## src/sv/mrpm_pkg.sv

```systemverilog
package mrpm_pkg;

   localparam int RX_DEPTH       = 64;
   localparam int RX_AW          = $clog2(RX_DEPTH);
   localparam int RX_LW          = $clog2(RX_DEPTH + 1);
   localparam int READ_REG_COUNT = 9;
   localparam int WRITE_RETRY_LIMIT = 5;

   localparam logic [15:0] CRC_INIT = 16'hFFFF;
   localparam logic [15:0] CRC_POLY = 16'hA001;
   localparam logic [7:0]  FUNC_READ  = 8'h03;
   localparam logic [7:0]  FUNC_WRITE = 8'h06;
   localparam logic [7:0]  READ_BYTE_COUNT = 8'(2 * READ_REG_COUNT);
   localparam logic [RX_LW-1:0] MIN_FRAME_LEN   = RX_LW'(5);
   localparam logic [RX_LW-1:0] READ_FRAME_LEN  = RX_LW'(5 + 2 * READ_REG_COUNT);
   localparam logic [RX_LW-1:0] WRITE_FRAME_LEN = RX_LW'(8);

   localparam logic [2:0] MODE_TICK    = 3'd0;
   localparam logic [2:0] MODE_BYTE    = 3'd1;
   localparam logic [2:0] MODE_FLOOR   = 3'd2;
   localparam logic [2:0] MODE_CLR_EMG = 3'd3;
   localparam logic [2:0] MODE_INSP_ON = 3'd4;
   localparam logic [2:0] MODE_INSP_OFF = 3'd5;

   localparam logic [1:0] KIND_TX      = 2'd0;
   localparam logic [1:0] KIND_REG     = 2'd1;
   localparam logic [1:0] KIND_OUTCOME = 2'd2;

   localparam logic [1:0] OC_READ_OK  = 2'd0;
   localparam logic [1:0] OC_WRITE_OK = 2'd1;
   localparam logic [1:0] OC_BAD      = 2'd2;
   localparam logic [1:0] OC_TIMEOUT  = 2'd3;

   localparam logic [1:0] RK_READ   = 2'd0;
   localparam logic [1:0] RK_TARGET = 2'd1;
   localparam logic [1:0] RK_EMG    = 2'd2;
   localparam logic [1:0] RK_INSP   = 2'd3;

   localparam logic [2:0] REG_SLAVE   = 3'd0;
   localparam logic [2:0] REG_POLL    = 3'd1;
   localparam logic [2:0] REG_TIMEOUT = 3'd2;
   localparam logic [2:0] REG_GAP     = 3'd3;
   localparam logic [2:0] REG_MAXFAIL = 3'd4;
   localparam logic [2:0] REG_TARGET  = 3'd5;
   localparam logic [2:0] REG_EMG     = 3'd6;
   localparam logic [2:0] REG_INSP    = 3'd7;

   typedef enum logic [3:0] {
      ST_IDLE,
      ST_SEND,
      ST_CHK_RD,
      ST_CHK_USE,
      ST_VERDICT,
      ST_REG_HI_RD,
      ST_REG_HI,
      ST_REG_LO,
      ST_OUTCOME
   } state_type;

   typedef struct packed {
      logic       init;
      logic       en;
      logic [7:0] data;
   } crc_ctl_type;

   typedef struct packed {
      logic             wr_en;
      logic [RX_AW-1:0] wr_addr;
      logic [7:0]       wr_data;
      logic             rd_en;
      logic [RX_AW-1:0] rd_addr;
   } mem_ctl_type;

endpackage

```

## src/sv/mrpm_crc.sv

```systemverilog
module mrpm_crc (
   input  logic                 clock,
   input  mrpm_pkg::crc_ctl_type ctl,
   output logic [15:0]          crc
);

   logic [15:0] crc_ff;
   logic [15:0] crc_in;
   logic [15:0] acc;

   // one byte per cycle, eight shift steps
   always_comb begin
      acc = crc_ff ^ {8'd0, ctl.data};
      for (int k = 0; k < 8; k++) begin
         if (acc[0]) acc = (acc >> 1) ^ mrpm_pkg::CRC_POLY;
         else acc = acc >> 1;
      end
      if (ctl.init) crc_in = mrpm_pkg::CRC_INIT;
      else if (ctl.en) crc_in = acc;
      else crc_in = crc_ff;
   end

   always_ff @(posedge clock) begin
      crc_ff <= crc_in;
   end

   assign crc = crc_ff;

endmodule

```

## src/sv/mrpm_rxbuf.sv

```systemverilog
module mrpm_rxbuf (
   input  logic                 clock,
   input  mrpm_pkg::mem_ctl_type ctl,
   output logic [7:0]           rd_data
);

   logic [7:0] mem [mrpm_pkg::RX_DEPTH];
   logic [7:0] rd_data_ff;

   always_ff @(posedge clock) begin
      if (ctl.wr_en) mem[ctl.wr_addr] <= ctl.wr_data;
      if (ctl.rd_en) rd_data_ff <= mem[ctl.rd_addr];
   end

   assign rd_data = rd_data_ff;

endmodule

```

## src/sv/modbus_rtu_polling_master_core.sv

```systemverilog
// channel   dir  tdata                                   tuser
// req_      in   rx_byte[7:0] floor_value[15:8]          mode[2:0]
// rsp_      out  tx_byte, reg_index, reg_value,          out_kind[1:0]
//                outcome, link_ok (31 bits in 32)
// csr_      apb  8 registers at 4*i, write/read, pready tied high
//
// non-tick items and ticks that start nothing leave the core idle and ready for the next item
// a request frame goes out as eight tx words, held back by output stalls
// closing a frame walks the rx buffer with a read and a use state per byte
// (registered ram read), then high read, high and low states per word read back
// req_tready is low while an item is being worked; rsp_ has a one-word output register
// synchronous reset; the rx buffer has no reset, only filled entries are read
module modbus_rtu_polling_master_core (
   input  logic        clock,
   input  logic        reset,
   input  logic        req_tvalid,
   output logic        req_tready,
   input  logic [15:0] req_tdata,   // rx_byte[7:0], floor_value[15:8]
   input  logic [2:0]  req_tuser,   // mode[2:0]
   output logic        rsp_tvalid,
   input  logic        rsp_tready,
   output logic [31:0] rsp_tdata,   // tx_byte[7:0], reg_index[11:8], reg_value[27:12],
                                    // outcome[29:28], link_ok[30], zero[31]
   output logic [1:0]  rsp_tuser,   // out_kind[1:0]
   output logic        rsp_tlast,
   input  logic        csr_psel,
   input  logic        csr_penable,
   input  logic        csr_pwrite,
   input  logic [4:0]  csr_paddr,
   input  logic [31:0] csr_pwdata,
   output logic [31:0] csr_prdata,
   output logic        csr_pready
);

   localparam int AW = mrpm_pkg::RX_AW;
   localparam int LW = mrpm_pkg::RX_LW;

   // configuration
   logic [7:0]  slave_ff, gap_ff, maxfail_ff;
   logic [15:0] poll_ff, tmo_ff, treg_ff, ereg_ff, ireg_ff;
   logic        csr_we;

   assign csr_pready = 1'b1;
   assign csr_we = csr_psel & csr_penable & csr_pwrite;

   always_ff @(posedge clock) begin
      if (reset) begin
         slave_ff <= 8'd1;
         poll_ff <= 16'd200;
         tmo_ff <= 16'd100;
         gap_ff <= 8'd5;
         maxfail_ff <= 8'd3;
         treg_ff <= 16'd1;
         ereg_ff <= 16'd3;
         ireg_ff <= 16'd7;
      end else if (csr_we) begin
         case (csr_paddr[4:2])
            mrpm_pkg::REG_SLAVE:   slave_ff <= csr_pwdata[7:0];
            mrpm_pkg::REG_POLL:    poll_ff <= csr_pwdata[15:0];
            mrpm_pkg::REG_TIMEOUT: tmo_ff <= csr_pwdata[15:0];
            mrpm_pkg::REG_GAP:     gap_ff <= csr_pwdata[7:0];
            mrpm_pkg::REG_MAXFAIL: maxfail_ff <= csr_pwdata[7:0];
            mrpm_pkg::REG_TARGET:  treg_ff <= csr_pwdata[15:0];
            mrpm_pkg::REG_EMG:     ereg_ff <= csr_pwdata[15:0];
            mrpm_pkg::REG_INSP:    ireg_ff <= csr_pwdata[15:0];
            default: ;
         endcase
      end
   end

   always_comb begin
      case (csr_paddr[4:2])
         mrpm_pkg::REG_SLAVE:   csr_prdata = {24'd0, slave_ff};
         mrpm_pkg::REG_POLL:    csr_prdata = {16'd0, poll_ff};
         mrpm_pkg::REG_TIMEOUT: csr_prdata = {16'd0, tmo_ff};
         mrpm_pkg::REG_GAP:     csr_prdata = {24'd0, gap_ff};
         mrpm_pkg::REG_MAXFAIL: csr_prdata = {24'd0, maxfail_ff};
         mrpm_pkg::REG_TARGET:  csr_prdata = {16'd0, treg_ff};
         mrpm_pkg::REG_EMG:     csr_prdata = {16'd0, ereg_ff};
         mrpm_pkg::REG_INSP:    csr_prdata = {16'd0, ireg_ff};
         default:               csr_prdata = 32'd0;
      endcase
   end

   // control state
   mrpm_pkg::state_type state_ff, state_in;
   logic [LW-1:0] rx_len_ff, rx_len_in, flen_ff, flen_in;
   logic [7:0]  tsb_ff, tsb_in, fail_ff, fail_in, wfail_ff, wfail_in, pfloor_ff, pfloor_in;
   logic [15:0] tsp_ff, tsp_in, tss_ff, tss_in;
   logic        wait_ff, wait_in, link_ff, link_in, pinsp_ff, pinsp_in, bad_ff, bad_in;
   logic [1:0]  rk_ff, rk_in, oc_ff, oc_in;
   logic [2:0]  pend_ff, pend_in;
   logic [AW-1:0] idx_ff, idx_in;
   logic [15:0] raddr_ff, raddr_in, rval_ff, rval_in, rcv_ff, rcv_in;

   // output register
   logic        rsp_valid_ff, rsp_valid_in, rsp_last_ff, rsp_last_in, rsp_link_ff, rsp_link_in;
   logic [1:0]  rsp_kind_ff, rsp_kind_in, rsp_oc_ff, rsp_oc_in;
   logic [7:0]  rsp_tx_ff, rsp_tx_in;
   logic [3:0]  rsp_idx_ff, rsp_idx_in;
   logic [15:0] rsp_val_ff, rsp_val_in;

   mrpm_pkg::crc_ctl_type crc_ctl;
   mrpm_pkg::mem_ctl_type mem_ctl;
   logic [15:0] crc;
   logic [7:0]  rd_data;

   mrpm_crc u_crc (.clock(clock), .ctl(crc_ctl), .crc(crc));
   mrpm_rxbuf u_rxbuf (.clock(clock), .ctl(mem_ctl), .rd_data(rd_data));

   logic        acc, rsp_free;
   logic [2:0]  mode;
   logic [15:0] tsp_t, tss_t;
   logic [7:0]  tsb_t, fail_t, frame_byte;
   logic        send_go, close_go, tmo_go, frame_ok;
   logic [LW-1:0] idx_ext;

   assign req_tready = (state_ff == mrpm_pkg::ST_IDLE);
   assign acc = req_tvalid & req_tready;
   assign mode = req_tuser;
   assign rsp_free = !rsp_valid_ff || rsp_tready;
   assign idx_ext = LW'(idx_ff);

   assign tsp_t = (tsp_ff == 16'hFFFF) ? tsp_ff : tsp_ff + 16'd1;
   assign tsb_t = (tsb_ff == 8'hFF) ? tsb_ff : tsb_ff + 8'd1;
   assign tss_t = (wait_ff && tss_ff != 16'hFFFF) ? tss_ff + 16'd1 : tss_ff;
   assign fail_t = (fail_ff == 8'hFF) ? fail_ff : fail_ff + 8'd1;
   assign send_go = !wait_ff && (tsp_t >= poll_ff);
   assign close_go = wait_ff && (rx_len_ff != '0) && (tsb_t >= gap_ff);
   assign tmo_go = wait_ff && !close_go && (tss_t >= tmo_ff);

   assign frame_ok = !bad_ff && (crc == rcv_ff) &&
                     ((rk_ff == mrpm_pkg::RK_READ) ? (flen_ff >= mrpm_pkg::READ_FRAME_LEN)
                                                   : (flen_ff >= mrpm_pkg::WRITE_FRAME_LEN));

   always_comb begin
      case (idx_ff[2:0])
         3'd0:    frame_byte = slave_ff;
         3'd1:    frame_byte = (rk_ff == mrpm_pkg::RK_READ) ? mrpm_pkg::FUNC_READ
                                                            : mrpm_pkg::FUNC_WRITE;
         3'd2:    frame_byte = raddr_ff[15:8];
         3'd3:    frame_byte = raddr_ff[7:0];
         3'd4:    frame_byte = rval_ff[15:8];
         3'd5:    frame_byte = rval_ff[7:0];
         3'd6:    frame_byte = crc[7:0];
         default: frame_byte = crc[15:8];
      endcase
   end

   // next state
   always_comb begin
      state_in = state_ff;
      case (state_ff)
         mrpm_pkg::ST_IDLE: begin
            if (acc && mode == mrpm_pkg::MODE_TICK) begin
               if (send_go) state_in = mrpm_pkg::ST_SEND;
               else if (close_go) begin
                  if (rx_len_ff < mrpm_pkg::MIN_FRAME_LEN) state_in = mrpm_pkg::ST_VERDICT;
                  else state_in = mrpm_pkg::ST_CHK_RD;
               end else if (tmo_go) state_in = mrpm_pkg::ST_OUTCOME;
            end
         end
         mrpm_pkg::ST_SEND:
            if (rsp_free && idx_ff == AW'(7)) state_in = mrpm_pkg::ST_IDLE;
         mrpm_pkg::ST_CHK_RD: state_in = mrpm_pkg::ST_CHK_USE;
         mrpm_pkg::ST_CHK_USE:
            if (idx_ext == flen_ff - LW'(1)) state_in = mrpm_pkg::ST_VERDICT;
            else state_in = mrpm_pkg::ST_CHK_RD;
         mrpm_pkg::ST_VERDICT:
            if (frame_ok && rk_ff == mrpm_pkg::RK_READ) state_in = mrpm_pkg::ST_REG_HI_RD;
            else state_in = mrpm_pkg::ST_OUTCOME;
         mrpm_pkg::ST_REG_HI_RD: state_in = mrpm_pkg::ST_REG_HI;
         mrpm_pkg::ST_REG_HI: state_in = mrpm_pkg::ST_REG_LO;
         mrpm_pkg::ST_REG_LO:
            if (rsp_free) begin
               if (idx_ff == AW'(mrpm_pkg::READ_REG_COUNT - 1)) state_in = mrpm_pkg::ST_OUTCOME;
               else state_in = mrpm_pkg::ST_REG_HI_RD;
            end
         mrpm_pkg::ST_OUTCOME:
            if (rsp_free) state_in = mrpm_pkg::ST_IDLE;
         default: state_in = mrpm_pkg::ST_IDLE;
      endcase
   end

   // datapath and outputs
   always_comb begin
      rx_len_in = rx_len_ff; flen_in = flen_ff;
      tsb_in = tsb_ff; tsp_in = tsp_ff; tss_in = tss_ff;
      fail_in = fail_ff; wfail_in = wfail_ff; pfloor_in = pfloor_ff;
      wait_in = wait_ff; link_in = link_ff; pinsp_in = pinsp_ff; bad_in = bad_ff;
      rk_in = rk_ff; oc_in = oc_ff; pend_in = pend_ff; idx_in = idx_ff;
      raddr_in = raddr_ff; rval_in = rval_ff; rcv_in = rcv_ff;
      rsp_valid_in = rsp_valid_ff && !rsp_tready;
      rsp_last_in = rsp_last_ff; rsp_link_in = rsp_link_ff; rsp_kind_in = rsp_kind_ff;
      rsp_oc_in = rsp_oc_ff; rsp_tx_in = rsp_tx_ff; rsp_idx_in = rsp_idx_ff;
      rsp_val_in = rsp_val_ff;
      crc_ctl = '{init: 1'b0, en: 1'b0, data: 8'd0};
      mem_ctl = '{wr_en: 1'b0, wr_addr: rx_len_ff[AW-1:0], wr_data: req_tdata[7:0],
                  rd_en: 1'b0, rd_addr: idx_ff};

      case (state_ff)
         mrpm_pkg::ST_IDLE: begin
            if (acc) begin
               case (mode)
                  mrpm_pkg::MODE_TICK: begin
                     tsp_in = tsp_t; tsb_in = tsb_t; tss_in = tss_t;
                     if (send_go) begin
                        crc_ctl.init = 1'b1;
                        idx_in = '0;
                        rx_len_in = '0; tsp_in = '0; tss_in = '0; wait_in = 1'b1;
                        if (pend_ff[0]) begin
                           rk_in = mrpm_pkg::RK_TARGET; raddr_in = treg_ff;
                           rval_in = {8'd0, pfloor_ff};
                        end else if (pend_ff[1]) begin
                           rk_in = mrpm_pkg::RK_EMG; raddr_in = ereg_ff; rval_in = 16'd0;
                        end else if (pend_ff[2]) begin
                           rk_in = mrpm_pkg::RK_INSP; raddr_in = ireg_ff;
                           rval_in = {15'd0, pinsp_ff};
                        end else begin
                           rk_in = mrpm_pkg::RK_READ; raddr_in = 16'd0;
                           rval_in = 16'(mrpm_pkg::READ_REG_COUNT);
                        end
                     end else if (close_go) begin
                        crc_ctl.init = 1'b1;
                        flen_in = rx_len_ff;
                        rx_len_in = '0; wait_in = 1'b0;
                        idx_in = '0;
                        bad_in = (rx_len_ff < mrpm_pkg::MIN_FRAME_LEN);
                     end else if (tmo_go) begin
                        rx_len_in = '0; wait_in = 1'b0;
                        fail_in = fail_t;
                        if (fail_t >= maxfail_ff) link_in = 1'b0;
                        if (rk_ff != mrpm_pkg::RK_READ) begin
                           if (wfail_ff + 8'd1 >= 8'(mrpm_pkg::WRITE_RETRY_LIMIT)) begin
                              pend_in = '0; wfail_in = '0;
                           end else wfail_in = wfail_ff + 8'd1;
                        end
                        oc_in = mrpm_pkg::OC_TIMEOUT;
                     end
                  end
                  mrpm_pkg::MODE_BYTE: begin
                     if (rx_len_ff < LW'(mrpm_pkg::RX_DEPTH)) begin
                        mem_ctl.wr_en = 1'b1;
                        rx_len_in = rx_len_ff + LW'(1);
                        tsb_in = '0;
                     end
                  end
                  mrpm_pkg::MODE_FLOOR: begin
                     if (req_tdata[15:8] >= 8'd1 && req_tdata[15:8] <= 8'd3) begin
                        pfloor_in = req_tdata[15:8]; pend_in[0] = 1'b1;
                     end
                  end
                  mrpm_pkg::MODE_CLR_EMG: pend_in[1] = 1'b1;
                  mrpm_pkg::MODE_INSP_ON: begin
                     pinsp_in = 1'b1; pend_in[2] = 1'b1;
                  end
                  mrpm_pkg::MODE_INSP_OFF: begin
                     pinsp_in = 1'b0; pend_in[2] = 1'b1;
                  end
                  default: ;
               endcase
            end
         end
         mrpm_pkg::ST_SEND: begin
            if (rsp_free) begin
               rsp_valid_in = 1'b1; rsp_kind_in = mrpm_pkg::KIND_TX;
               rsp_tx_in = frame_byte; rsp_idx_in = '0; rsp_val_in = '0;
               rsp_oc_in = '0; rsp_link_in = link_ff;
               rsp_last_in = (idx_ff == AW'(7));
               crc_ctl.en = (idx_ff < AW'(6));
               crc_ctl.data = frame_byte;
               idx_in = idx_ff + AW'(1);
            end
         end
         mrpm_pkg::ST_CHK_RD: mem_ctl.rd_en = 1'b1;
         mrpm_pkg::ST_CHK_USE: begin
            if (idx_ff == AW'(0) && rd_data != slave_ff) bad_in = 1'b1;
            if (idx_ff == AW'(1)) begin
               if (rk_ff == mrpm_pkg::RK_READ) begin
                  if (rd_data != mrpm_pkg::FUNC_READ) bad_in = 1'b1;
               end else if (rd_data != mrpm_pkg::FUNC_WRITE) bad_in = 1'b1;
            end
            if (idx_ff == AW'(2) && rk_ff == mrpm_pkg::RK_READ &&
                rd_data != mrpm_pkg::READ_BYTE_COUNT) bad_in = 1'b1;
            crc_ctl.en = (idx_ext < flen_ff - LW'(2));
            crc_ctl.data = rd_data;
            if (idx_ext == flen_ff - LW'(2)) rcv_in[7:0] = rd_data;
            if (idx_ext == flen_ff - LW'(1)) rcv_in[15:8] = rd_data;
            idx_in = idx_ff + AW'(1);
         end
         mrpm_pkg::ST_VERDICT: begin
            idx_in = '0;
            if (frame_ok) begin
               link_in = 1'b1; fail_in = '0; wfail_in = '0;
               if (rk_ff == mrpm_pkg::RK_READ) oc_in = mrpm_pkg::OC_READ_OK;
               else begin
                  oc_in = mrpm_pkg::OC_WRITE_OK;
                  case (rk_ff)
                     mrpm_pkg::RK_TARGET: pend_in[0] = 1'b0;
                     mrpm_pkg::RK_EMG:    pend_in[1] = 1'b0;
                     default:             pend_in[2] = 1'b0;
                  endcase
               end
            end else begin
               oc_in = mrpm_pkg::OC_BAD;
               if (rk_ff != mrpm_pkg::RK_READ) begin
                  if (wfail_ff + 8'd1 >= 8'(mrpm_pkg::WRITE_RETRY_LIMIT)) begin
                     pend_in = '0; wfail_in = '0;
                  end else wfail_in = wfail_ff + 8'd1;
               end
            end
         end
         mrpm_pkg::ST_REG_HI_RD: begin
            mem_ctl.rd_en = 1'b1;
            mem_ctl.rd_addr = AW'(3) + {idx_ff[AW-2:0], 1'b0};
         end
         mrpm_pkg::ST_REG_HI: begin
            rcv_in[15:8] = rd_data;
            mem_ctl.rd_en = 1'b1;
            mem_ctl.rd_addr = AW'(4) + {idx_ff[AW-2:0], 1'b0};
         end
         mrpm_pkg::ST_REG_LO: begin
            if (rsp_free) begin
               rsp_valid_in = 1'b1; rsp_kind_in = mrpm_pkg::KIND_REG;
               rsp_tx_in = '0; rsp_idx_in = idx_ff[3:0]; rsp_val_in = {rcv_ff[15:8], rd_data};
               rsp_oc_in = '0; rsp_link_in = link_ff; rsp_last_in = 1'b0;
               idx_in = idx_ff + AW'(1);
            end
         end
         mrpm_pkg::ST_OUTCOME: begin
            if (rsp_free) begin
               rsp_valid_in = 1'b1; rsp_kind_in = mrpm_pkg::KIND_OUTCOME;
               rsp_tx_in = '0; rsp_idx_in = '0; rsp_val_in = '0;
               rsp_oc_in = oc_ff; rsp_link_in = link_ff; rsp_last_in = 1'b1;
            end
         end
         default: ;
      endcase
   end

   always_ff @(posedge clock) begin
      if (reset) begin
         state_ff <= mrpm_pkg::ST_IDLE;
         rx_len_ff <= '0; tsb_ff <= '0; tsp_ff <= '0; tss_ff <= '0;
         wait_ff <= 1'b0; rk_ff <= mrpm_pkg::RK_READ; fail_ff <= '0; wfail_ff <= '0;
         link_ff <= 1'b0; pend_ff <= '0; pfloor_ff <= '0; pinsp_ff <= 1'b0;
         rsp_valid_ff <= 1'b0;
      end else begin
         state_ff <= state_in;
         rx_len_ff <= rx_len_in; tsb_ff <= tsb_in; tsp_ff <= tsp_in; tss_ff <= tss_in;
         wait_ff <= wait_in; rk_ff <= rk_in; fail_ff <= fail_in; wfail_ff <= wfail_in;
         link_ff <= link_in; pend_ff <= pend_in; pfloor_ff <= pfloor_in; pinsp_ff <= pinsp_in;
         rsp_valid_ff <= rsp_valid_in;
      end
      flen_ff <= flen_in; bad_ff <= bad_in; oc_ff <= oc_in; idx_ff <= idx_in;
      raddr_ff <= raddr_in; rval_ff <= rval_in; rcv_ff <= rcv_in;
      rsp_last_ff <= rsp_last_in; rsp_link_ff <= rsp_link_in; rsp_kind_ff <= rsp_kind_in;
      rsp_oc_ff <= rsp_oc_in; rsp_tx_ff <= rsp_tx_in; rsp_idx_ff <= rsp_idx_in;
      rsp_val_ff <= rsp_val_in;
   end

   assign rsp_tvalid = rsp_valid_ff;
   assign rsp_tuser = rsp_kind_ff;
   assign rsp_tlast = rsp_last_ff;
   assign rsp_tdata = {1'b0, rsp_link_ff, rsp_oc_ff, rsp_val_ff, rsp_idx_ff, rsp_tx_ff};

`ifndef ASSERT_OFF
   a_len_bound: assert property (@(posedge clock) disable iff (reset)
      rx_len_ff <= LW'(mrpm_pkg::RX_DEPTH))
      else $error("rx length beyond buffer depth");

   a_send_end: assert property (@(posedge clock) disable iff (reset)
      (state_ff == mrpm_pkg::ST_SEND && rsp_free && idx_ff == AW'(7))
      |=> (state_ff == mrpm_pkg::ST_IDLE && rsp_tvalid && rsp_tlast))
      else $error("request frame did not end with last word");

   a_wait_rise: assert property (@(posedge clock) disable iff (reset)
      $rose(wait_ff) |-> (state_ff == mrpm_pkg::ST_SEND && rx_len_ff == '0))
      else $error("waiting set outside of a request");

   a_link_rise: assert property (@(posedge clock) disable iff (reset)
      $rose(link_ff) |-> $past(state_ff) == mrpm_pkg::ST_VERDICT)
      else $error("link came up without a good frame");
`endif

endmodule

```

## config.mk

```make
export PLATFORM = sky130hd
export DESIGN_NAME = modbus_rtu_polling_master_core
export DESIGN_NICKNAME = d
export VERILOG_FILES = /design/src/sv/mrpm_pkg.sv /design/src/sv/mrpm_crc.sv /design/src/sv/mrpm_rxbuf.sv /design/src/sv/modbus_rtu_polling_master_core.sv
export SDC_FILE = /design/constraint.sdc
export NUM_CORES = 1
export LEC_CHECK = 0
export ABC_CLOCK_PERIOD_IN_PS = 5020
export BUFFER_PORTS_ARGS = -buffer_cell sky130_fd_sc_hd__buf_2
export CAP_MARGIN = 20
export CORE_MARGIN = 1.5
export CORE_UTILIZATION = 28
export CTS_CLUSTER_DIAMETER = 40
export DETAILED_ROUTE_END_ITERATION = 10
export PLACE_DENSITY = 0.43
export SETUP_SLACK_MARGIN = 0.05
export SLEW_MARGIN = 20
export SYNTH_ARGS = -nofsm -noshare
export SYNTH_HDL_FRONTEND = slang
export SYNTH_SLANG_ARGS = --single-unit
```

## constraint.sdc

```tcl
create_clock -name clock -period 5.02 [get_ports clock]
set_clock_uncertainty 0.15 [all_clocks]
set_input_delay 0 -clock clock [delete_from_list [all_inputs] [get_ports clock]]
set_output_delay 0 -clock clock [all_outputs]
set_load 0.02 [all_outputs]
```

# After elaboration in Yosys (flattened, before gate mapping)
# Memory sizes are Yosys's and may differ from the RTL's. A register that Yosys moved wholly into a read port is not among the register bits.
# Cells that the tools add are included.
dict set report totals {
  regBits 302
  ram_bits 512
  inputBits 63
  out_inout_bits 70
  elab_cells 387
  mem_count 1
}
# name depth word_bits read_ports rd_clocked_by_memory_dff wr line
set mem_list {}
lappend mem_list {u_rxbuf.mem 64 8 1 1 1 mrpm_rxbuf.sv:7} ;# logic [7:0] mem [mrpm_pkg::RX_DEPTH];
dict set report op_classes {
  add_sub_neg 11
  n_lt_le_gt_ge 13
  n_eq_ne 75
  mux 152
  bitwise_logic 13
  reduce_logical 81
}
# op n
set op_table {}
lappend op_table {{2-to-1 mux 16 bit} 17}
lappend op_table {{one-hot mux 32 bit (8 select lines)} 1}
lappend op_table {{2-to-1 mux 8 bit} 21}
lappend op_table {{one-hot mux 8 bit (2 select lines)} 5}
lappend op_table {{one-hot mux 8 bit (7 select lines)} 1}
lappend op_table {{2-to-1 mux 4 bit} 12}
lappend op_table {{2-to-1 mux 1 bit} 43}
lappend op_table {{one-hot mux 4 bit (9 select lines)} 1}
lappend op_table {{2-to-1 mux 3 bit} 11}
lappend op_table {{adder 16 x 1 -> 16 bit, second input constant} 2}
lappend op_table {{greater-or-equal comparator 16 bit} 2}
lappend op_table {{one-hot mux 16 bit (2 select lines)} 1}
lappend op_table {{2-to-1 mux 6 bit} 5}
lappend op_table {{2-to-1 mux 7 bit} 4}
lappend op_table {{equality test 3 bit, second input constant} 9}
lappend op_table {{2-to-1 mux 2 bit} 13}
lappend op_table {{AND reduction 5 bit} 5}
lappend op_table {{adder 8 x 1 -> 8 bit, second input constant} 3}
lappend op_table {{NOT 2 -> 3 bit} 8}
lappend op_table {{one-hot mux 6 bit (4 select lines)} 1}
lappend op_table {{AND reduction 8 bit} 3}
lappend op_table {{AND reduction 2 bit} 11}
lappend op_table {{AND reduction 4 bit} 5}
lappend op_table {{equality test 3 x 2 -> 1 bit, second input constant} 6}
lappend op_table {{other kinds (73)} 155}

# Logic depth before layout (Yosys ltp)
# Gate-level depths: netlist of run 1.
dict set report logic_depth {
  depth_word 22
  depth_mapped 21
  mapped_depth_nobuf 17
}

# Hierarchy
# A second synthesis of run 1 with hierarchy kept.
dict set report unflattened {
  hier_cells 2834
  hier_area_um2 36637.6
}
# module instances cells_each area_each_um2
set modules_own_cells {}
lappend modules_own_cells {mrpm_rxbuf 1 909 20201.9}
lappend modules_own_cells {modbus_rtu_polling_master_core 1 1832 15584.9}
lappend modules_own_cells {mrpm_crc 1 93 850.8}

# Worst setup path after synthesis of run 1
# Ideal clock, no wire load.
dict set report synth_path {
  kind {reg-to-reg}
  start {reg tsp_ff[4]}
  end {reg rk_ff[0]}
  setup_time_ns 0.072
  arrival_time_ns 4.391
  required_time_ns 4.798
  slack_ns 0.407
  stages_incl_launch_ff 18
  n_path_buf 3
  cell_sequence {dfxtp_1 clkbuf_1 and4_1 and3_1 nand2_1 nor4_1 clkbuf_1 mux2_2 ha_1 a21o_1 a21oi_1 o21ai_0 a21oi_1 nand2b_1 clkbuf_1 nor2_1 o21ai_0 a21oi_1}
}
dict set report synth_between {
  elab_chain_cells 5
  word_cells_on_any_way 6
}
# item line
set synth_lines {}
lappend synth_lines {{start, declared} modbus_rtu_polling_master_core.sv:89} ;# logic [15:0] tsp_ff, tsp_in, tss_ff, tss_in;
lappend synth_lines {{start signal, assigned} modbus_rtu_polling_master_core.sv:350} ;# rx_len_ff <= rx_len_in; tsb_ff <= tsb_in; tsp_ff <= tsp_in; tss_ff <= tss_in;
lappend synth_lines {{adder 16 x 1 -> 16 bit / equality test 16 bit (equally long branches)} modbus_rtu_polling_master_core.sv:124} ;# assign tsp_t = (tsp_ff == 16'hFFFF) ? tsp_ff : tsp_ff + 16'd1;
lappend synth_lines {{2-to-1 mux 16 bit (*)} modbus_rtu_polling_master_core.sv:124}
lappend synth_lines {{greater-or-equal comparator 16 bit (*)} modbus_rtu_polling_master_core.sv:128} ;# assign send_go = !wait_ff && (tsp_t >= poll_ff);
lappend synth_lines {{logical AND 1 bit (*)} modbus_rtu_polling_master_core.sv:128}
lappend synth_lines {{AND reduction 4 bit (no line) (*)} n/a}
lappend synth_lines {{end signal, assigned} modbus_rtu_polling_master_core.sv:351} ;# wait_ff <= wait_in; rk_ff <= rk_in; fail_ff <= fail_in; wfail_ff <= wfail_in;
lappend synth_lines {{end, declared} modbus_rtu_polling_master_core.sv:91} ;# logic [1:0] rk_ff, rk_in, oc_ff, oc_in;
# Every way passes the cells marked *; elsewhere a longest branch is shown, timed or not.
# A chain may end at the register's enable or synchronous reset.

# Worst setup path in the final report of run 1
dict set report layout_path {
  start {reg tss_ff[0]}
  end {reg pend_ff[0]}
}
dict set report layout_between {
  elab_chain_cells 7
  word_cells_on_any_way 8
}
# item line
set layout_lines {}
lappend layout_lines {{start, declared} modbus_rtu_polling_master_core.sv:89}
lappend layout_lines {{start signal, assigned} modbus_rtu_polling_master_core.sv:350}
lappend layout_lines {{parallel branches: the longest is 2 deep, another holds adder 16 x 1 -> 16 bit} n/a}
lappend layout_lines {{2-to-1 mux 16 bit (*)} modbus_rtu_polling_master_core.sv:126} ;# assign tss_t = (wait_ff && tss_ff != 16'hFFFF) ? tss_ff + 16'd1 : tss_ff;
lappend layout_lines {{greater-or-equal comparator 16 bit (*)} modbus_rtu_polling_master_core.sv:130} ;# assign tmo_go = wait_ff && !close_go && (tss_t >= tmo_ff);
lappend layout_lines {{logical AND 1 bit (*)} modbus_rtu_polling_master_core.sv:130}
lappend layout_lines {{!= test 3 bit (no line) (*)} n/a}
lappend layout_lines {{AND reduction 9 bit (no line) (*)} n/a}
lappend layout_lines {{end signal, assigned} modbus_rtu_polling_master_core.sv:352} ;# link_ff <= link_in; pend_ff <= pend_in; pfloor_ff <= pfloor_in; pinsp_ff <= pinsp_in;
lappend layout_lines {{end, declared} modbus_rtu_polling_master_core.sv:92} ;# logic [2:0] pend_ff, pend_in;
# Every way passes the cells marked *.

==> flow_summary_export.csv, run 1 <==
group,metric,value,unit
run_status,status,"finished clean",
worst_setup_path,cp_slowest_stage_delay,560,ps
drt,ant_nets,0,
logic_synthesis,synth.avg_cell_area,11.9,sq um
finish,finalInstanceArea,0.0461,sq mm
floorplan,start_util,28.3,%
logic_synthesis,yosys_warnings,0,
finish,area_growth,22.1,%
global_route,track_usage,15.9,%
logic_synthesis,yosysSeqAreaShare,59.3,%
worst_setup_path,rr_worst_depth,18,
worst_setup_path,crit_chain,"ha_1 -> nand3_1 -> o31a_1 -> and4_1 -> nand3_1 -> nor2_1 -> xor2_1 -> ha_1 -> a21o_1 -> a21oi_1 -> nor2b_1 -> o21ai_0 -> nand2_1 -> a41o_1 -> a21oi_1 -> o21ai_0 -> a31oi_1 -> dlygate4sd3_1",
drt,dr.pass1.iters,7,
cts,cts-htree-levels,4,
worst_setup_path,r2r_slack,430,ps
logic_synthesis,synth.ff_latch_count,814,
floorplan,io_pins,133,
drt,drt_iter0_markers,1613,
global_route,grt_start_max_net_pins,68,
timing,setup_viol,0,
timing,hold_viol_final,0,
worst_setup_path,cp_max_fo,9,
global_route,overflow,0,
logic_synthesis,ys.flop_type,"edfxtp_1",
cts,cts_buffer_depth,3,
cts,path_clk_slew,50,ps
timing,rsz0062_at_grt,"no",
global_route,grt_pass1_wl,164000,um
cts,clkLatencyLatePin,760,ps
logic_synthesis,syn_inst,3173,
place,dp_cells,4947,
floorplan,die_area,0.137,sq mm
place,gp_congestion,0.812,
worst_setup_path,cp_top_family,"compound AO/OA/AOI/OAI gates",
job,drv_cap,0,
logic_synthesis,synth_top_area_share,48.5,%
finish,final_cell_mix,"edfxtp_1 (610), nand2_1 (348), mux2i_1 (333)",
floorplan,coreArea,0.134,sq mm
logic_synthesis,synth_area_leaders,"edfxtp_1 (48%), dfxtp_1 (11%), mux2i_1 (8.8%), nand2_1 (3.5%), a21oi_1 (2.6%)",
cts,cts_sinks,814,
drt,remaining_drc_errors,0,
logic_synthesis,synth_area,0.0378,sq mm
cts,cts_tree,"done",
timing,maxSlewViolCount,0,
place,post-place-ws,460,ps
timing,tns,0,ps
finish,drive_gt1_share,16.4,%
drt,vias,25212,
drt,routed_via_density,4.77,
timing,fin_ws,431,ps
timing,max-slew-margin-rel,27.0,%
finish,final_cells,5281,
power_and_ir_drop,vdd_drop_max,0.302,mV
power_and_ir_drop,p_total,17.2,mW
place,placed_area,0.0406,sq mm
worst_setup_path,crit_buf_inv,1,
worst_hold_path,min_path_type,"in2reg",
floorplan,fp.dieW,370,um
logic_synthesis,synth-edff-count,610,
power_and_ir_drop,pwr_density_cell,373,mW/mm^2
worst_setup_path,endpoint_kind,"flip-flop",
power_and_ir_drop,leakagePower,16.2,nW
drt,wire_per_inst,20.7,um
drt,drt_wl_total,109000,um
logic_synthesis,netlist.top_cell.by_area,"edfxtp_1",
timing,fin_crit_sh,91.4,%
cts,cts_resized,0,
timing,hold_ws,61.2,ps
finish,diodes,0,
floorplan,rows,134,
place,hpwl,71100,um
worst_setup_path,timing.critical_path.slowest_stage_cell,"dlygate4sd3_1",
logic_synthesis,async_flop_share,0,%
timing,worst_pin_slew,1090,ps
worst_setup_path,critical_path_depth,18,
finish,nNetsFinal,3538,
global_route,grt_pass1_vias,24990,
finish,final_common_cell,"edfxtp_1",
worst_setup_path,cp_data_arrival_time,5130,ps
finish,post-route-util,34.5,%
worst_setup_path,crit_type,"reg2reg",
logic_synthesis,ys_types,91,
worst_setup_path,required,5570,ps
cts,cts_buffers,142,
cts,root_buffer,"clkbuf_16",
timing,fmax,0.218,GHz
timing,layout_min_cycle_time,4590,ps
global_route,antenna_found_initial,0,
worst_setup_path,start_kind,"flip-flop",
place,port_buffers,96,
worst_hold_path,hold_depth,4,
floorplan,die_height,370,um
-- sequential cells by signal, summed over array words and instances (netlist names), 8 cells and up --
name,flops
fail_ff,8
poll_ff,16
u_rxbuf.mem,512
tmo_ff,16
ereg_ff,16
tss_ff,16
tsp_ff,16
pfloor_ff,8
treg_ff,16
ireg_ff,16
rsp_val_ff,16
gap_ff,8
raddr_ff,16
rcv_ff,16
u_crc.crc,16
u_rxbuf.rd_data,8
rsp_tx_ff,8
rval_ff,8
tsb_ff,8
maxfail_ff,8
wfail_ff,8
slave_ff,8
-- final timing paths --
check                 endpoint           from
setup / recovery    pend_ff[0]      tss_ff[0]
setup reg to reg    pend_ff[0]      tss_ff[0]
hold / removal      ireg_ff[7]  csr_pwdata[7]
hold reg to reg   pfloor_ff[6]   pfloor_ff[6]
-- cells in the mapped netlist, types with 16 or more instances --
cell type and n:
inv_1 78, buf_2 37, o21ai_0 76, a21o_1 23, xor2_1 25, mux2_2 85, nor2b_1 25, clkbuf_1 128
mux2i_1 333, a22oi_1 43, o211ai_1 68, nand2_1 348, nand3_1 72, edfxtp_1 610, nand4_1 26, buf_4 28
buf_1 16, nand2b_1 26, ha_1 77, dfxtp_1 204, and2_1 39, nor4_1 17, o21ai_1 35, nor2_1 234
nor3_1 24, xnor2_1 61, a21oi_1 197
-- power by group --
| part | switching, mW | internal (mW) |
|---|---|---|
| logic | 0.264 | 0.0992 |
| registers | 0.0129 | 7.23 |
| clock network | 3.50 | 6.10 |
-- worst reg2reg max path, cell delays in order (launching register included) --
cell and delay, ps:
dfxtp_1 350, ha_1 240, nand3_1 100, o31a_1 340
and4_1 410, nand3_1 210, nor2_1 230, xor2_1 210
ha_1 270, a21o_1 180, a21oi_1 150, nor2b_1 60
o21ai_0 140, nand2_1 110, a41o_1 320, a21oi_1 210
o21ai_0 120, a31oi_1 190, dlygate4sd3_1 560
-- layout make-up --
class / instances / area, sq um
sequential: 814 / 22400
fill: 13276 / 87700
clock inverter: 94 / 1060
multi-input combinational: 2078 / 14200
inverter: 82 / 308
tap: 1768 / 2210
timing repair buffer: 280 / 2180
clock buffer: 165 / 3730
-- metal layers --
metal	global-route usage, %	part of all wire (%)	vias up
li1	-	-	12149
met1	22.7	49	12331
met2	24.2	45	576
met3	2.90	4.5	156
met4	4.87	2.1	0
met5	0	0	-
-- logic make-up after synthesis --
kind of cell	share of synthesized area, %
muxes	12.1
and+or+nand+nor	10.7
adders and majority gates	2.55
DFF	59.3
other	0.0199
AOI/OAI and AO/OA	9.54
buffers and inverters	3.42
xor gates and xnor gates	2.37
-- repair_timing --
action,CTS,global route
buffers inserted,0,0
hold endpoints to repair,736,0
hold buffers,75,0
Power figures use the tool's default switching activity.
==> run 2: changes to the inputs <==
Settings changed: ABC_CLOCK_PERIOD_IN_PS 5020 to 4200, CAP_MARGIN 20 to 0, PLACE_DENSITY 0.43 to 0.45.
Clock period 5.02 ns to 4.2 ns, I/O delays scaled along.
==> run 2 against run 1 <==
Compared with the run above:
- core utilization increased by 0.57 points
- worst hold slack improved by 4.7 ps
- wire length decreased by 0.23%
- clock power increased by 23%
- power increased by 22%
- first-iteration DRC count increased by 26%
- die area unchanged
- fmax increased by 17%
- largest power group unchanged
- critical path type unchanged
- via count increased by 1.3%
==> flow_summary_export.csv, run 2 (synthesis results as in run 1) <==
group,metric,value,unit
floorplan,coreArea,0.134,sq mm
drt,dr.pass1.iters,7,
finish,regMostFlops,"u_rxbuf.mem",
finish,area_growth,24.1,%
timing,rsz0062_at_grt,"yes",
worst_setup_path,start_kind,"flip-flop",
power_and_ir_drop,pwr_density_cell,446,mW/mm^2
worst_setup_path,worstSetupEndpoint,"idx_ff[0]",
worst_setup_path,crit_chain,"and4_1 -> and3_1 -> nand2_1 -> nor4_2 -> buf_4 -> mux2_2 -> ha_1 -> a21o_1 -> a21oi_1 -> o21ai_0 -> a21oi_1 -> nand2b_1 -> buf_12 -> a21oi_1 -> o21ai_0 -> a21oi_2",
run_status,status,"finished clean",
drt,ant_nets,0,
worst_setup_path,crit_start,"tsp_ff[6]",
floorplan,die_height,370,um
drt,wire_per_inst,20.4,um
global_route,grt_pass1_vias,25195,
worst_setup_path,r2r_start,"tsp_ff[6]",
drt,drt_wl_total,109000,um
finish,diodes,0,
cts,cts_tree,"done",
worst_setup_path,cpMostUsedCell,"a21oi_1",
floorplan,io_pins,133,
timing,worst_pin_slew,1090,ps
worst_setup_path,cp_data_arrival_time,4190,ps
worst_setup_path,cp_max_fo,12,
timing,fin_crit_sh,93.2,%
cts,cts_sinks,814,
finish,nNetsFinal,3607,
global_route,overflow,0,
finish,final_cells,5347,
drt,vias,25533,
drt,routed_via_density,4.78,
timing,maxSlewViolCount,0,
timing,fin_ws,287,ps
cts,post_cts_buffers,0,
cts,root_buffer,"clkbuf_16",
timing,hold_ws,65.9,ps
cts,path_clk_slew,50,ps
cts,cts_buffers,137,
finish,final_common_cell,"edfxtp_1",
place,hpwl,72000,um
worst_setup_path,crit_type,"reg2reg",
worst_setup_path,required,4470,ps
power_and_ir_drop,leakagePower,16.7,nW
floorplan,start_util,28.3,%
cts,cts-htree-levels,4,
worst_setup_path,cp_slowest_stage_delay,360,ps
worst_setup_path,r2r_end,"idx_ff[0]",
timing,tns,0,ps
timing,fmax,0.256,GHz
worst_setup_path,critical_path_depth,16,
worst_setup_path,timing.critical_path.slowest_stage_cell,"mux2_2",
place,port_buffers,96,
cts,cts_buffer_depth,3,
timing,setup_viol,0,
timing,hold_viol_final,0,
worst_setup_path,crit_buf_inv,2,
worst_setup_path,cp_top_family,"compound AO/OA/AOI/OAI gates",
power_and_ir_drop,vdd_drop_max,0.273,mV
cts,clkLatencyLatePin,750,ps
drt,remaining_drc_errors,0,
finish,final_cell_mix,"edfxtp_1 (610), nand2_1 (347), mux2i_1 (333)",
place,post-place-ws,115,ps
finish,largest_reg_flops,512,
drt,drt_iter0_markers,2037,
floorplan,die_area,0.137,sq mm
place,dp_cells,5009,
global_route,track_usage,15.8,%
global_route,antenna_found_initial,0,
global_route,grt_pass1_wl,163000,um
worst_setup_path,r2r_slack,290,ps
global_route,grt_start_max_net_pins,154,
worst_hold_path,min_path_type,"in2reg",
finish,drive_gt1_share,18.2,%
timing,layout_min_cycle_time,3910,ps
worst_setup_path,rr_worst_depth,16,
place,gp_congestion,0.838,
timing,max-slew-margin-rel,27.3,%
floorplan,rows,134,
floorplan,fp.dieW,370,um
worst_setup_path,endpoint_kind,"flip-flop",
job,drv_cap,0,
[run 2: changes by cell type in the layout (fill, tap and decap cells not counted), sizes merged]
cell,before,now
clkinv,51,50
inv,91,98
clkbuf,165,152
dlygate4sd3,75,87
clkinvlp,20,10
buf,205,267
bufinv,14,23
[run 2: how the worst min path moves through the flow]
stage / endpoint / slack [ps] / startpoint / cells past startpoint
2_1_floorplan: pinsp_ff / -50 / req_tuser[0] / 1
3_3_place_gp: u_rxbuf.mem[20][3] / 90 / req_tdata[3] / 1
3_5_place_dp: u_rxbuf.mem[20][3] / 100 / req_tdata[3] / 1
4_1_cts: ereg_ff[7] / 10 / csr_pwdata[7] / 4
5_1_grt: slave_ff[7] / 60 / csr_pwdata[7] / 4
6_report: ereg_ff[7] / 70 / csr_pwdata[7] / 4
[run 2: repair_timing]
item	in CTS	in global routing
setup endpoints to repair	0	49
endpoints found under the hold margin	688	0
gates resized for setup	0	15
hold buffers	87	0
[run 2: worst register-to-register path, cell delays in order, from the launching register on]
cell	delay [ps]
dfxtp_1	330
and4_1	260
and3_1	190
nand2_1	100
nor4_2	230
buf_4	240
mux2_2	360
ha_1	280
a21o_1	110
a21oi_1	80
o21ai_0	160
a21oi_1	100
nand2b_1	180
buf_12	170
a21oi_1	200
o21ai_0	130
a21oi_2	340
[run 2: cell type report]
type / instances / area [sq um]
repair buffers: 354 / 2790
flip-flops and latches: 814 / 22400
fillers: 13209 / 86900
well taps: 1768 / 2210
clock buffers: 152 / 3570
inverters: 82 / 308
clock inverters: 99 / 1320
multi-input cells: 2078 / 14300
[run 2: per-stage QoR]
stage	power, mW	cell area (sq um)	util, %
final	20.9	46900	35.1
after global routing	21.6	46900	35.1
after floorplan	8.99	37900	-
after CTS	21.2	46800	35.0
after detailed placement	9.20	41100	30.7
after global placement	9.20	41100	30.7
[run 2: power breakdown]
group,leakage [nW],switching (mW),internal [mW]
logic,7.12,0.316,0.124
registers,7.19,0.0132,8.64
clock network,2.37,4.21,7.63
[run 2: metal layers]
metal / vias to the layer above / part of all wire, % / global-route usage, %
met5: - / 0 / 0
met4: 0 / 2.6 / 5.40
met2: 556 / 45 / 24.4
met1: 12522 / 48 / 22.1
met3: 184 / 4.5 / 2.92
li1: 12271 / - / -
